<file path="src/hdl/tkns_pkg.sv">
// Shared types and constants for the top-k nearest selector.
// No dependencies; used by tkns_cell and top_k_nearest_selector.
`timescale 1ns / 1ps

package tkns_pkg;

  localparam int K_MAX_DEF   = 32;  // cells in the sorted chain
  localparam int ID_BITS_DEF = 32;  // width of the candidate id counter
  localparam int DIST_W      = 32;  // signed Q16.16 distance
  localparam int OUT_ID_W    = 32;  // reported id width
  localparam int K_W         = 6;   // k_count register width
  localparam logic [K_W-1:0] K_RESET = 6'd10;

  // per-cycle command broadcast to every cell
  typedef struct packed {
    logic ins;    // insert the new candidate into the sorted chain
    logic drain;  // shift the chain one place toward cell 0
  } ctl_t;

endpackage

</file>
<file path="src/hdl/tkns_cell.sv">
// One cell of the sorted insertion chain: holds one kept (distance, id) pair.
// Depends on tkns_pkg.
`timescale 1ns / 1ps

module tkns_cell #(
  parameter int ID_BITS = tkns_pkg::ID_BITS_DEF,
  parameter int FILL_W  = 6,
  parameter int INDEX   = 0
) (
  input  logic                        clk,
  input  tkns_pkg::ctl_t              ctl,
  input  logic [FILL_W-1:0]           fill,
  input  logic [tkns_pkg::DIST_W-1:0] new_dist,
  input  logic [ID_BITS-1:0]          new_id,
  input  logic [tkns_pkg::DIST_W-1:0] left_dist,
  input  logic [ID_BITS-1:0]          left_id,
  input  logic                        left_ins,
  input  logic [tkns_pkg::DIST_W-1:0] right_dist,
  input  logic [ID_BITS-1:0]          right_id,
  output logic [tkns_pkg::DIST_W-1:0] held_dist,
  output logic [ID_BITS-1:0]          id,
  output logic                        ins_here
);

  logic occupied;
  logic keep_ahead;

  assign occupied = int'(fill) > INDEX;

  // order is (distance, then id), smaller first
  always_comb begin
    if (held_dist != new_dist) begin
      keep_ahead = $signed(held_dist) < $signed(new_dist);
    end else begin
      keep_ahead = id < new_id;
    end
  end

  // candidate lands here or further left; chain is sorted so this is a suffix
  assign ins_here = !(occupied && keep_ahead);

  always_ff @(posedge clk) begin
    if (ctl.drain) begin
      held_dist <= right_dist;
      id        <= right_id;
    end else if (ctl.ins && ins_here) begin
      if (left_ins) begin
        held_dist <= left_dist;
        id        <= left_id;
      end else begin
        held_dist <= new_dist;
        id        <= new_id;
      end
    end
  end

endmodule

</file>
<file path="config.mk">
export PLATFORM = sky130hd
export DESIGN_NAME = tkns_cell
export DESIGN_NICKNAME = d
export VERILOG_FILES = /design/src/hdl/tkns_pkg.sv /design/src/hdl/tkns_cell.sv
export SDC_FILE = /design/constraint.sdc
export NUM_CORES = 1
export LEC_CHECK = 0
export BUFFER_PORTS_ARGS = -buffer_cell sky130_fd_sc_hd__buf_2
export CORE_MARGIN = 10
export CORE_UTILIZATION = 45
export CTS_CLUSTER_SIZE = 20
export DETAILED_ROUTE_END_ITERATION = 12
export PLACE_DENSITY = 0.78
export REMOVE_ABC_BUFFERS = 1
export SKIP_CTS_REPAIR_TIMING = 1
export SLEW_MARGIN = 20
export SYNTH_ARGS = -nofsm -noshare
export SYNTH_HDL_FRONTEND = slang
export SYNTH_SLANG_ARGS = --single-unit
</file>
<file path="constraint.sdc">
create_clock -name clk -period 9.47 [get_ports clk]
set_input_delay 0.947 -clock clk [delete_from_list [all_inputs] [get_ports clk]]
set_output_delay 0.947 -clock clk [all_outputs]
set_load 0.005 [all_outputs]
</file>
# --- Word-level counts from Yosys, hierarchy flattened ---
# Cells that the tools add are included.
totals:
  regBits: 64
  input_bits: 202
  elab_cells: 17
op_classes:
  magnitude_cmp: 3
  eq_ne: 1
  mux: 7
  reduce_logical: 4
op_table:
  columns: ["cell", "count"]
  rows:
  - ["32-bit two-way mux", 6]
  - ["32-bit less-than comparator", 2]
  - ["32-bit != test", 1]
  - ["6-bit by 1-bit > comparator with 1-bit output (second input constant)", 1]
  - ["1-bit logical AND", 2]
  - ["2-bit nonzero test", 1]
  - ["1-bit zero test", 1]
  - ["1-bit two-way mux", 1]

# --- Depth between registers and ports, before layout ---
# Gate-level depths: netlist of the first run.
logic_depth:
  word_depth: 7
  depth_mapped: 9
  ltp_nobuf: 9

# --- Least setup slack after synthesis of the first run ---
# OpenSTA, ideal clock, no wires.
synth_path:
  path_type: "input port to flip-flop"
  startpoint: "in new_dist[13] (netlist bit)"
  endpoint: "reg held_dist[0] (netlist bit) (enable)"
  setup_ns: 0.494
  arrival_time_ns: 5.207
  slack_ns: 3.769
  cell_stages: 9
  path_buffers: 0
  path_cell_list: "inv_1 -> ha_1 -> a21o_1 -> a21o_1 -> a221o_1 -> o31ai_1 -> o211ai_1 -> mux2i_1 -> o21ai_1"
synth_between:
  elab_chain_len: 6
synth_rtl:
  columns: ["element", "line", "text"]
  rows:
  - ["from (decl)", "tkns_cell.sv:13", "input logic [tkns_pkg::DIST_W-1:0] new_dist,"]
  - ["32-bit less-than comparator / 32-bit != test (equally long branches)", "tkns_cell.sv:33, tkns_cell.sv:32", null]
  - ["1-bit two-way mux (*)", "tkns_cell.sv:32", "if (held_dist != new_dist) begin"]
  - ["1-bit logical AND (*)", "tkns_cell.sv:40", "assign ins_here = !(occupied && keep_ahead);"]
  - ["1-bit zero test (*)", "tkns_cell.sv:40", null]
  - ["1-bit logical AND (*)", "tkns_cell.sv:46", "end else if (ctl.ins && ins_here) begin"]
  - ["2-bit nonzero test (no line) (*)", null, null]
  - ["to (signal assigned)", "tkns_cell.sv:44", "held_dist <= right_dist;"]
  - ["to (signal assigned)", "tkns_cell.sv:48", "held_dist <= left_dist;"]
  - ["to (signal assigned)", "tkns_cell.sv:51", "held_dist <= new_dist;"]
  - ["to (decl)", "tkns_cell.sv:20", "output logic [tkns_pkg::DIST_W-1:0] held_dist,"]
# Mark *: on every way between the ends. The rest lies on a longest branch, timed or not.
# A chain may end at the register's enable or synchronous reset.

# --- Final worst setup path of the first run ---
layout_path:
  startpoint: "in new_dist[7] (netlist bit)"
  endpoint: "out ins_here"
layout_between:
  elab_chain_len: 4
layout_rtl:
  columns: ["element", "line", "text"]
  rows:
  - ["32-bit less-than comparator / 32-bit != test (equally long branches)", "tkns_cell.sv:33, tkns_cell.sv:32", null]
  - ["1-bit two-way mux (*)", "tkns_cell.sv:32", null]
  - ["1-bit logical AND (*)", "tkns_cell.sv:40", null]
  - ["1-bit zero test (*)", "tkns_cell.sv:40", null]
  - ["to (decl)", "tkns_cell.sv:22", "output logic ins_here"]
# Marks and branches as above.

==> flow_summary.ini, run 1 <==
[sta]
max_freq_mhz = 246
rsz0062_at_grt = no
min_period_over_period_pct = 43.0
whs_ns = 0.876
final-hold-violation-count = 0
worst_pin_slew_ns = 1.11
finalSetupViolCount = 0
maxSlewHeadroom_pct = 25.7
skew_ns = 0.00993
finalCriticalPeriod_ns = 4.07
drv_slew = 0
setup_tns_ns = 0

[drt]
drcViolationCount = 0
ant_nets = 0
wire_per_inst_um = 17.8
dr_total_vias = 4660
vias_per_cell = 5.15
wl_um = 16100
initialDrtViolationCount = 207
first_pass_iters = 4

[power]
p_sw_mw = 0.259
combPwrFrac_pct = 30.6
ir_drop_mv = 0.0806
p_leak_nw = 3.47
power_mw = 0.824
seq_power_share_pct = 45.9
p_int_mw = 0.566
clkPwrFrac_pct = 23.6
p_per_area_mw_per_mm2 = 127
p_sw_share_pct = 31.4

[floorplan]
die_w_um = 124
die-area_mm2 = 0.0154
rows = 37
die_h_um = 124
start_util_pct = 46.7
core_area_mm2 = 0.0105
pin_count = 267

[grt]
grt_overflow_total = 0
grt_pass1_wl_um = 24700
grt_pass1_vias = 4803
grt_usage_pct = 19.6
antenna_found_initial = 3
grt_max_degree = 79

[worst_setup_path]
crit_type = input port to output pin
crit_arrival_ns = 3.12
r2r-start = held_dist[7]$_DFFE_PP_
critPathLaunchType = input port
reg2reg_depth = 9
cp.required_ns = 8.52
end_kind = output pin
timing.rr.end = id[4]$_DFFE_PP_
path_max_fanout = 3
reg2reg_slack_ns = 6.19

[logic_synthesis]
ys_ff_latch = 64
synth_flop_cell = edfxtp_1
syn_inst = 506
yosysWarnings = 0
synth_area_mm2 = 0.00489
synth_enable_flop_cells = 64
async_reset_ff_share_pct = 0
syn_avg_cell_area_um2 = 9.66
yosysUniqueCellTypes = 36
seq_area_frac_synth_pct = 39.3

[worst_hold_path]
worstHoldEndpoint = id[10]$_DFFE_PP_
hold_class = input port to flip-flop
hold_start = right_id[10]
worstHoldPathCells = 3

[placement]
place_inst = 889
hpwl_um = 13300
place.gp.congestion = 0.930
port_buffers = 266

[final_layout]
synthToLayoutAreaGrowth_pct = 32.6
fillers = 907
final_cell_mix = buf_2, nand2_1, o21ai_0
mostFrequentLayoutCell = buf_2
stdcell_count = 905
fin_util_pct = 62.0
drive_gt1_share_pct = 37.0
nets = 1029

[clock_network]
cts_num_sinks = 64
path_clk_slew_ns = 0.07
root_buffer = clkbuf_8
clock_latency_ns = 0.34
cts_buffer_depth = 2
numCtsBuffers = 9
htree_levels = 3
cts_tree = built

[run_status]
status = finished clean

[flow_run]
max_cap_viol_count = 0
-- critical path, cell delays in order --
cell,delay (ns)
buf_2,0.09
inv_1,0.04
ha_1,0.32
a21oi_1,0.13
o21ai_0,0.13
a221o_1,0.37
o31ai_1,0.25
o211ai_1,0.15
mux2i_1,0.40
o21ai_1,0.14
buf_2,0.15
-- cell type report --
| type | instances | area [µm²] | area share [%] |
|---|---|---|---|
| Multi-Input combinational cell | 357 | 2650 | 40.9 |
| Sequential cell | 64 | 1920 | 29.6 |
| Timing Repair Buffer | 268 | 1350 | 20.8 |
| Inverter | 64 | 240 | 3.71 |
| Tap cell | 136 | 170 | 2.62 |
| Clock buffer | 11 | 131 | 2.03 |
| Clock inverter | 3 | 11.3 | 0.174 |
| Antenna cell | 2 | 5.00 | 0.0772 |
-- layer usage --
metal  part of all wire, %  GRT usage, %
met4                   2.6          7.91
met1                    41          21.6
met5                 0.081             0
met3                   8.3          6.75
met2                    48          33.7
-- cell families after synthesis --
family	count (synthesis)	share of synthesized area (%)
buf+inv	85	6.68
compound gates	120	14.0
flops	64	39.3
simple gates	109	10.6
fa+ha+maj	63	16.1
mux	65	13.3
-- worst max path at each step --
stage	end	start	slack, ns	depth (start not counted)
floorplan	held_dist[0]$_DFFE_PP_	new_dist[13]	3.77	9
global placement	ins_here	new_dist[13]	5.40	11
detailed placement	ins_here	new_dist[7]	5.35	11
CTS	ins_here	new_dist[7]	5.33	11
global route	ins_here	new_dist[7]	5.04	11
finish	ins_here	new_dist[7]	5.40	11
-- power by group through the flow --
| stage | logic, mW | clock network, mW | registers, mW |
|---|---|---|---|
| floorplan | 0.115 | 0 | 0.387 |
| global placement | 0.246 | 0 | 0.382 |
| detailed placement | 0.254 | 0 | 0.384 |
| CTS | 0.256 | 0.199 | 0.378 |
| global route | 0.284 | 0.209 | 0.382 |
| finish | 0.252 | 0.194 | 0.378 |
-- synthesized netlist by cell type (2+ instances only) --
library cell | count | share of area [%]
o21ai_0 | 70 | 7.2
o21ai_1 | 2 | 0.20
a31oi_1 | 2 | 0.26
ha_1 | 63 | 16
nand4_2 | 2 | 0.51
a21oi_1 | 21 | 2.1
mux2i_1 | 65 | 13
nand2b_1 | 2 | 0.26
nor2b_1 | 2 | 0.26
inv_1 | 64 | 4.9
nand2_1 | 70 | 5.4
edfxtp_1 | 64 | 39
buf_2 | 6 | 0.61
nand4_1 | 11 | 1.4
nand3_1 | 6 | 0.61
nor3_1 | 2 | 0.20
a21boi_0 | 2 | 0.31
clkbuf_1 | 14 | 1.1
a21o_1 | 10 | 1.5
o211ai_1 | 4 | 0.61
nor2_1 | 9 | 0.69
-- flip-flops by register name, summed over array words and instances, names as in the netlist --
signal     count
id            32
held_dist     32
-- through the flow --
stage	instance area, µm²	setup slack (ns)
2_1_floorplan	4800	3.77
3_3_place_gp	6330	5.40
3_5_place_dp	6330	5.35
4_1_cts	6480	5.33
5_1_grt	6480	5.04
6_report	6480	5.40
(Power assumes the default switching activity.)
==> inputs of run 2 (changes only) <==
Settings changed: CORE_UTILIZATION 45 to 41, PLACE_DENSITY 0.78 to 0.74.
Clock period 9.47 ns to 3.43 ns, I/O delays scaled along.
==> flow_summary.ini, run 2 (synthesis results as in run 1) <==
[run_status]
status = finished clean

[power]
p_sw_mw = 0.745
p_per_area_mw_per_mm2 = 384
clkPwrFrac_pct = 31.4
p_int_mw = 1.80
combPwrFrac_pct = 27.8
ir_drop_mv = 0.189
p_leak_nw = 3.55
power_mw = 2.55
p_sw_share_pct = 29.3
seq_power_share_pct = 40.9

[final_layout]
nets = 1031
antennaDiodeCount = 0
top_regs = held_dist (32), id (32)
multiInputGateArea_mm2 = 0.00266
mostFrequentLayoutCell = buf_2
synthToLayoutAreaGrowth_pct = 35.6
fillers = 1030
regArea_mm2 = 0.00192
final_cell_mix = buf_2, nand2_1, o21ai_0
drive_gt1_share_pct = 37.9

[worst_hold_path]
hold_class = input port to flip-flop
worstHoldPathCells = 3
hold_start = right_id[4]
worstHoldEndpoint = id[4]$_DFFE_PP_

[drt]
wire_per_inst_um = 17.2
drcViolationCount = 0
initialDrtViolationCount = 217
wl_um = 15700
first_pass_iters = 5
ant_nets = 0
vias_per_cell = 5.08
dr_total_vias = 4638

[clock_network]
root_buffer = clkbuf_16
htree_levels = 3
numCtsBuffers = 9
cts_num_sinks = 64
cts_tree = built
path_clk_slew_ns = 0.06
clock_latency_ns = 0.33
cts_buffer_depth = 2

[sta]
rsz0062_at_grt = no
max_freq_mhz = 314
maxSlewHeadroom_pct = 27.9
final-hold-violation-count = 0
worst_pin_slew_ns = 1.08
finalSetupViolCount = 0
drv_slew = 0
min_period_over_period_pct = 92.7
finalCriticalPeriod_ns = 3.18
setup_ws_ns = 0.250
skew_ns = 0.0102

[worst_setup_path]
reg2reg_slack_ns = 0.41
cp.required_ns = 3.09
cp_cell_sequence = ha_1 -> a21oi_1 -> o21ai_0 -> a221o_1 -> o31ai_1 -> o211ai_1 -> mux2i_2 -> o21ai_1 -> buf_2
critPathLaunchType = flip-flop
path_max_fanout = 3
timing.rr.end = id[8]$_DFFE_PP_
reg2reg_depth = 9
crit_type = flip-flop to output pin
crit_arrival_ns = 2.84
slowest_stage = edfxtp_1
r2r-start = held_dist[7]$_DFFE_PP_
crit_family = compound AO/OA/AOI/OAI gates
end_kind = output pin
path_buf_inv = 1
crit_path_max_incr_delay_ns = 0.40

[grt]
grt_max_degree = 65
grt_pass1_vias = 5005
grt_pass1_wl_um = 24400
antenna_found_initial = 0
grt_overflow_total = 0
grt_usage_pct = 18.3

[placement]
hpwl_um = 13200
port_buffers = 266
place.gp.congestion = 0.809
pre_cts_ws_ns = 0.322

[floorplan]
pin_count = 267
die_w_um = 129
die_h_um = 129
start_util_pct = 42.3
core_area_mm2 = 0.0116
die-area_mm2 = 0.0167
rows = 39

[flow_run]
max_cap_viol_count = 0
==> run 2: layout make-up <==
cell class / instances / area share (%)
Clock buffer: 10 / 3.45
Clock inverter: 5 / 0.378
Inverter: 64 / 3.62
Multi-Input combinational cell: 357 / 40.1
Sequential cell: 64 / 29.0
Tap cell: 143 / 2.70
Timing Repair Buffer: 270 / 20.8
==> run 2: tightest hold or removal path, cell delays in order <==
cell and delay, ns:
buf_2 0.07, nand2_1 0.04, o21ai_0 0.06
==> run 2: layer usage <==
metal	up-vias	wire length, µm	global-route usage (%)	part of all wire (%)
li1	2339	-	-	-
met1	2102	6130	19.5	39
met2	179	7890	32.6	50
met3	18	1400	7.06	8.9
met4	0	238	5.69	1.5
met5	-	0	0	0
==> run 2: through the flow <==
| stage | hold WS, ns | cell area (µm²) | std cells | util, % | TNS, ns |
|---|---|---|---|---|---|
| after floorplan | 0.530 | 4800 | 485 | - | -109.14 |
| after global placement | 0.620 | 6370 | 898 | 55.1 | 0 |
| after detailed placement | 0.628 | 6370 | 898 | 55.1 | 0 |
| after CTS | 0.280 | 6630 | 913 | 57.3 | 0 |
| after global routing | 0.286 | 6630 | 913 | 57.3 | 0 |
| final | 0.290 | 6630 | 913 | 57.3 | 0 |
==> run 2: power groups by stage <==
stage	clock (mW)	combinational (mW)	sequential, mW
global route	0.854	0.803	1.05
finish	0.798	0.707	1.04
floorplan	0	0.318	1.07
CTS	0.820	0.717	1.04
global placement	0	0.689	1.05
detailed placement	0	0.713	1.06
==> run 2: how the worst max path moves through the flow <==
stage / start / to / cells after the start / slack (ns)
floorplan: id[31]$_DFFE_PP_ / held_dist[0]$_DFFE_PP_ / 8 / -1.71
global placement: new_dist[13] / id[2]$_DFFE_PP_ / 11 / 0.37
detailed placement: new_dist[7] / held_dist[26]$_DFFE_PP_ / 11 / 0.32
CTS: held_dist[7]$_DFFE_PP_ / ins_here / 9 / 0.13
global route: held_dist[7]$_DFFE_PP_ / ins_here / 9 / 0.07
finish: held_dist[7]$_DFFE_PP_ / ins_here / 9 / 0.25
==> inputs of run 3 (changes only) <==
Settings changed: ABC_AREA from default to 1, CORE_UTILIZATION 41 to 42, PLACE_DENSITY 0.74 to 0.76.
==> flow_summary.ini, run 3 <==
[worst_setup_path]
crit_family = simple AND/OR/NAND/NOR gates
critPathLaunchType = flip-flop
crit_type = flip-flop to flip-flop
crit_path_max_incr_delay_ns = 0.40
end_kind = flip-flop
path_buf_inv = 2
cp_common_cell = nand2_1
slowest_stage = edfxtp_1
cp_cell_sequence = ha_1 -> nand2_1 -> nor2_1 -> nand4_1 -> nor4_1 -> nand2_1 -> inv_1 -> nand2_1 -> nand3_2 -> nand2_1 -> nand2_2 -> buf_4
cp.required_ns = 3.39
path_max_fanout = 33
reg2reg_slack_ns = 0.79
crit_arrival_ns = 2.61

[clock_network]
numCtsBuffers = 9
path_clk_slew_ns = 0.06
cts_buffer_depth = 2
cts_num_sinks = 64
htree_levels = 3
root_buffer = clkbuf_16
cts_tree = built
clock_latency_ns = 0.32

[final_layout]
synthToLayoutAreaGrowth_pct = 35.3
fin_util_pct = 58.3
mostFrequentLayoutCell = buf_2
top_regs = held_dist (32), id (32)
drive_gt1_share_pct = 34.5
fin_area_mm2 = 0.00668
final_cell_mix = buf_2, nand2_1, a21oi_1
nets = 1122
antennaDiodeCount = 0

[floorplan]
die-area_mm2 = 0.0165
start_util_pct = 43.1
core_area_mm2 = 0.0115
die_w_um = 128
pin_count = 267
rows = 39
die_h_um = 128

[drt]
wl_um = 16400
ant_nets = 0
initialDrtViolationCount = 135
first_pass_iters = 6
drcViolationCount = 0
wire_per_inst_um = 16.3
dr_total_vias = 5056
vias_per_cell = 5.03

[power]
p_sw_mw = 0.787
ir_drop_mv = 0.197
clkPwrFrac_pct = 33.5
p_int_mw = 1.88
power_mw = 2.67
p_sw_share_pct = 29.5
p_leak_nw = 3.47
combPwrFrac_pct = 27.5
seq_power_share_pct = 39.0
p_per_area_mw_per_mm2 = 399

[logic_synthesis]
ys_ff_latch = 64
yosysTopAreaCell = edfxtp_1
synth_top_area_share_pct = 38.9
synth_area_leaders = edfxtp_1, ha_1, a21oi_1
syn_avg_cell_area_um2 = 8.24
yosysWarnings = 0
yosysUniqueCellTypes = 23
synth_area_mm2 = 0.00494
async_reset_ff_share_pct = 0
syn_inst = 599
synth_enable_flop_cells = 64
synth_flop_cell = edfxtp_1
seq_area_frac_synth_pct = 38.9
synth_commonest_cells = nand2_1, a21oi_1, inv_1, edfxtp_1, ha_1
yosysMostFrequentCell = nand2_1

[sta]
maxSlewHeadroom_pct = 49.3
max_freq_mhz = 378
drv_slew = 0
setup_ws_ns = 0.786
finalSetupViolCount = 0
final-hold-violation-count = 0
finalCriticalPeriod_ns = 2.64
whs_ns = 0.292
rsz0062_at_grt = no
skew_ns = 0.00806
worst_pin_slew_ns = 0.760
min_period_over_period_pct = 77.1

[grt]
grt_pass1_wl_um = 25300
grt_pass1_vias = 5205
grt_overflow_total = 0
grt_usage_pct = 18.9
antenna_found_initial = 1
grt_max_degree = 59

[worst_hold_path]
hold_class = input port to flip-flop

[placement]
place_area_mm2 = 0.00639
place.gp.congestion = 0.800
port_buffers = 266
pre_cts_ws_ns = 0.674
hpwl_um = 13500

[run_status]
status = finished clean

[flow_run]
max_cap_viol_count = 0
run 3: cell type report:
class,count,area [µm²]
flip-flops and latches,64,1920
inverters,82,308
clock buffers,10,229
fillers,1072,4780
multi-input cells,426,2590
repair buffers,274,1390
well taps,143,179
clock inverters,6,60.1
run 3: path summary, 6_finish.rpt:
kind / from / end / depth (start not counted)
setup / recovery: held_dist[15]$_DFFE_PP_ / id[11]$_DFFE_PP_ / 12
hold / removal: right_dist[6] / held_dist[6]$_DFFE_PP_ / 2
setup reg to reg: held_dist[15]$_DFFE_PP_ / id[11]$_DFFE_PP_ / 12
hold reg to reg: held_dist[31]$_DFFE_PP_ / id[25]$_DFFE_PP_ / 7
run 3: layer usage:
metal  part of all wire, %  global-route usage, %
met5                 0.079                      0
met4                   1.8                   6.09
met3                    12                   9.16
met2                    48                   32.5
met1                    38                   19.8
run 3: cells by family after synthesis:
logic type	Yosys count	share of synthesized area, %
flops	64	38.9
buf+inv	109	8.61
simple gates	196	16.4
fa+ha+maj	63	16.0
compound gates	167	20.1
run 3: power groups by stage:
stage	logic [mW]	registers, mW	clock network, mW
4_1_cts	0.747	1.04	0.915
3_3_place_gp	0.731	1.05	0
3_5_place_dp	0.742	1.05	0
2_1_floorplan	0.368	1.06	0
5_1_grt	0.840	1.05	0.950
6_report	0.734	1.04	0.893
run 3: through the flow:
stage | std cells | setup TNS (ns)
CTS | 1005 | 0
detailed placement | 989 | 0
finish | 1005 | 0
global placement | 989 | 0
global route | 1005 | 0
floorplan | 572 | -38.44
